===== src/sv/lzw_ram.sv =====
// Generic single-write, single-read RAM with a registered read port.
// No dependencies.
`timescale 1ns / 1ps
`default_nettype none

module lzw_ram #(
  parameter int WIDTH = 8,
  parameter int DEPTH = 256
) (
  input  wire logic                     clk,
  input  wire logic                     we,
  input  wire logic [$clog2(DEPTH)-1:0] waddr,
  input  wire logic [WIDTH-1:0]         wdata,
  input  wire logic                     re,
  input  wire logic [$clog2(DEPTH)-1:0] raddr,
  output logic      [WIDTH-1:0]         rdata
);

  logic [WIDTH-1:0] mem [DEPTH];

  // Write port
  always_ff @(posedge clk) begin
    if (we) begin
      mem[waddr] <= wdata;
    end
  end

  // Registered read port
  always_ff @(posedge clk) begin
    if (re) begin
      rdata <= mem[raddr];
    end
  end

endmodule

`default_nettype wire


===== config.mk =====
export PLATFORM = sky130hd
export DESIGN_NAME = lzw_ram
export DESIGN_NICKNAME = d
export VERILOG_FILES = /design/src/sv/lzw_ram.sv
export SDC_FILE = /design/constraint.sdc
export NUM_CORES = 2
export LEC_CHECK = 0
export ABC_AREA = 1
export BUFFER_PORTS_ARGS = -buffer_cell sky130_fd_sc_hd__buf_2
export CAP_MARGIN = 25
export CORE_ASPECT_RATIO = 2
export CORE_MARGIN = 2
export CORE_UTILIZATION = 43
export CTS_CLUSTER_SIZE = 28
export DETAILED_ROUTE_END_ITERATION = 16
export HOLD_SLACK_MARGIN = 0.05
export PLACE_DENSITY = 0.64
export RECOVER_POWER = 25
export SLEW_MARGIN = 5
export SYNTH_ARGS = -nofsm -noshare
export SYNTH_HDL_FRONTEND = slang
export SYNTH_SLANG_ARGS = --single-unit

===== constraint.sdc =====
create_clock -name clk -period 2.15 [get_ports clk]
set_clock_uncertainty 0.15 [all_clocks]
set_input_delay 0.43 -clock clk [delete_from_list [all_inputs] [get_ports clk]]
set_output_delay 0.43 -clock clk [all_outputs]
set_load 0.02 [all_outputs]

==> flow_summary_export.csv <==
group,metric,value,unit
outcome,status,"finished, violations left",
outcome,violations,"setup timing",
worst_hold_path,min_path_type,"input port to flip-flop",
logic_synthesis,synth_compound_area_frac,0,
setup_path,cp_max_fo,17,
setup_path,startpoint_type,"input port",
setup_path,critPathKind,"input port to flip-flop",
logic_synthesis,synth_top_area_share,0.740,
logic_synthesis,syn-mean-instance-area,11.9,um2
setup_path,ff2ff_path_depth,10,
final_layout,drive_gt1_frac,0.130,
grt,grt-ovfl-total,0,
clock_tree,clkTransAtPathRegs,0.07,ns
sta,maxSlewViolCount,0,
logic_synthesis,ys_ff_latch,2056,
floorplan,die_y,627,um
routing,ant_nets,0,
routing,met1_length,82000,um
routing,route.met2.wl,132000,um
logic_synthesis,synth_top_family_by_area,"simple AND/OR/NAND/NOR gates",
grt,grt_max_degree,75,
routing,drt-total-wl,255000,um
floorplan,die_w,316,um
sta,hold_viol_final,0,
routing,highest_layer,"met5",
setup_path,critPathCaptureType,"flip-flop",
logic_synthesis,syn_inst,7003,
sta,timing.final.ws_setup,-0.0617,ns
sta,fin_crit_sh,1.03,
setup_path,critPathRequiredTime,2.68,ns
final_layout,area.growth.synth_to_final,16.4,%
routing,drcViolationCount,0,
logic_synthesis,synth.distinct_cells,13,
logic_synthesis,netlist_area,83500,um2
logic_synthesis,synth_top_cell_by_area,"edfxtp_1",
grt,grt_pass1_vias,56200,
logic_synthesis,synthTopCellsByArea,"edfxtp_1, nand3_1, nand2_1",
setup_path,worstPathArrival,2.74,ns
sta,worst_pin_slew,1.35,ns
placement,gp_congestion,0.978,
run,drv_cap,0,
floorplan,rows,228,
routing,viasPerCell,5.63,
routing,drt_first_pass_iters,6,
sta,final-setup-viol-count,7,
logic_synthesis,synth_mux_area_frac,0,
clock_tree,clock_sinks,2056,
placement,dp_hpwl,170000,um
sta,fmax,0.452,GHz
logic_synthesis,ys_seq_area_frac,0.740,
floorplan,num_io_pins,35,
routing,met3_length,15700,um
logic_synthesis,synth-xor-area-share,0,
clock_tree,clk_path_buf_depth,4,
grt,track_usage,0.255,
sta,setup_tns,-0.239,ns
clock_tree,clk_latency,0.83,ns
power,pwr_density_cell,842,nW/um2
logic_synthesis,yosys_warnings,0,
sta,rsz0062_at_grt,"true",
power,power_leakage,34.7,nW
floorplan,core-area,193000,um2
sta,fin_crit,2.21,ns
routing,first_iter_violations,5823,
clock_tree,clock-root-buffer,"clkbuf_16",
logic_synthesis,syn_nets,7030,
grt,grt_pass1_wl,368000,um
floorplan,initial_core_util,0.433,
final_layout,postLayoutCoreUtil,0.504,
logic_synthesis,synthSimpleGateAreaFrac,0.229,
power,ir_worst_vdd,571,uV
grt,antenna_found_initial,11,
logic_synthesis,synth-adder-area-share,0,
placement,numPortBuffers,34,
routing,num_vias,56900,
routing,wire_per_inst,25.2,um
worst_hold_path,whs_path_depth,6,
final_layout,nets,7489,
clock_tree,htreeDepth,4,
floorplan,die-area,198000,um2
sta,maxSlewHeadroom,0.101,
clock_tree,cts_tree,"yes",
clock_tree,cts_inserted_buffers,170,
==> path summary, 6_finish.rpt <==
kind                                  start     endpoint  slack [ns]
worst min-delay path               waddr[6]  mem[229][7]        0.27
worst max-delay path               raddr[0]     rdata[4]       -0.06
worst min register to register  mem[168][2]     rdata[2]        0.92
worst max register to register  mem[118][2]     rdata[2]       -0.03
==> per-layer routing <==
layer  vias to the layer above  global-route usage
met5                         -                   0
met4                        12               0.210
met3                       855              0.0342
met2                      2446               0.456
met1                     27900               0.263
li1                      25700                   -
==> per-stage QoR <==
step                total power, mW  area (um2)  std cells  hold slack, ns  worst slack (ns)
finish                         81.9       97200      10100           0.270           -0.0617
global route                   83.8       97200      10100           0.287           -0.0641
CTS                            82.1       97500      10100           0.191           -0.0494
detailed placement             51.1       91900       9809           0.654             -1.04
global placement               51.0       91900       9809           0.652             -1.05
floorplan                      47.8       83500       7003           0.379            0.0785
==> final cells by class <==
cell class / instances / area (um2)
inverters: 39 / 180
clock buffers: 201 / 4430
flip-flops and latches: 2056 / 61700
clock inverters: 92 / 1040
well taps: 2530 / 3170
repair buffers: 770 / 7370
multi-input cells: 4425 / 19200
fillers: 16600 / 95700
diodes: 3 / 7.51
==> critical path, cell delays in order <==
cell,delay [ns]
buf_8,0.13
inv_16,0.14
buf_12,0.20
buf_4,0.19
buf_4,0.18
nand2_1,0.06
nand3_1,0.07
nand3_1,0.20
nand3_1,0.18
nand3_1,0.17
nand3_1,0.14
nand3_1,0.19
nand2_2,0.16
nand2_1,0.13
nand2_1,0.11
==> cell usage in the layout (no fill, tap or decap), drive strengths merged, types with 10 or more instances in the layout <==
master	n
nand2	2123
inv	42
nand3	2019
clkinv	62
clkbuf	259
buf	701
bufinv	24
dlygate4sd3	10
nor2	283
edfxtp	2056
==> kinds of logic after synthesis <==
group	Yosys count
buffers and inverters	522
DFF	2056
and+or+nand+nor	4425
==> Yosys cell counts, drive strengths merged <==
cell type  number
buf           371
clkbuf        112
edfxtp       2056
inv            39
nand2        2123
nand3        2019
nor2          283
==> flip-flops by register name, summed over array words and instances (netlist names) <==
register  count
mem        2048
rdata         8
==> report_power, final <==
group	internal, mW	switching (mW)
registers	44.2	0.0379
clock network	17.6	14.0
logic	1.80	4.25
==> timing repair <==
| action | 4_1_cts | 5_1_grt |
|---|---|---|
| setup buffers | 0 | 0 |
| gates resized for setup | 13 | 22 |
| hold buffers | 10 | 0 |
| setup endpoints to repair | 8 | 9 |
| gates cloned | 0 | 1 |
| pin swaps | 0 | 1 |
| hold endpoints to repair | 246 | 0 |
Note: power is estimated with default switching activity, not from simulation.
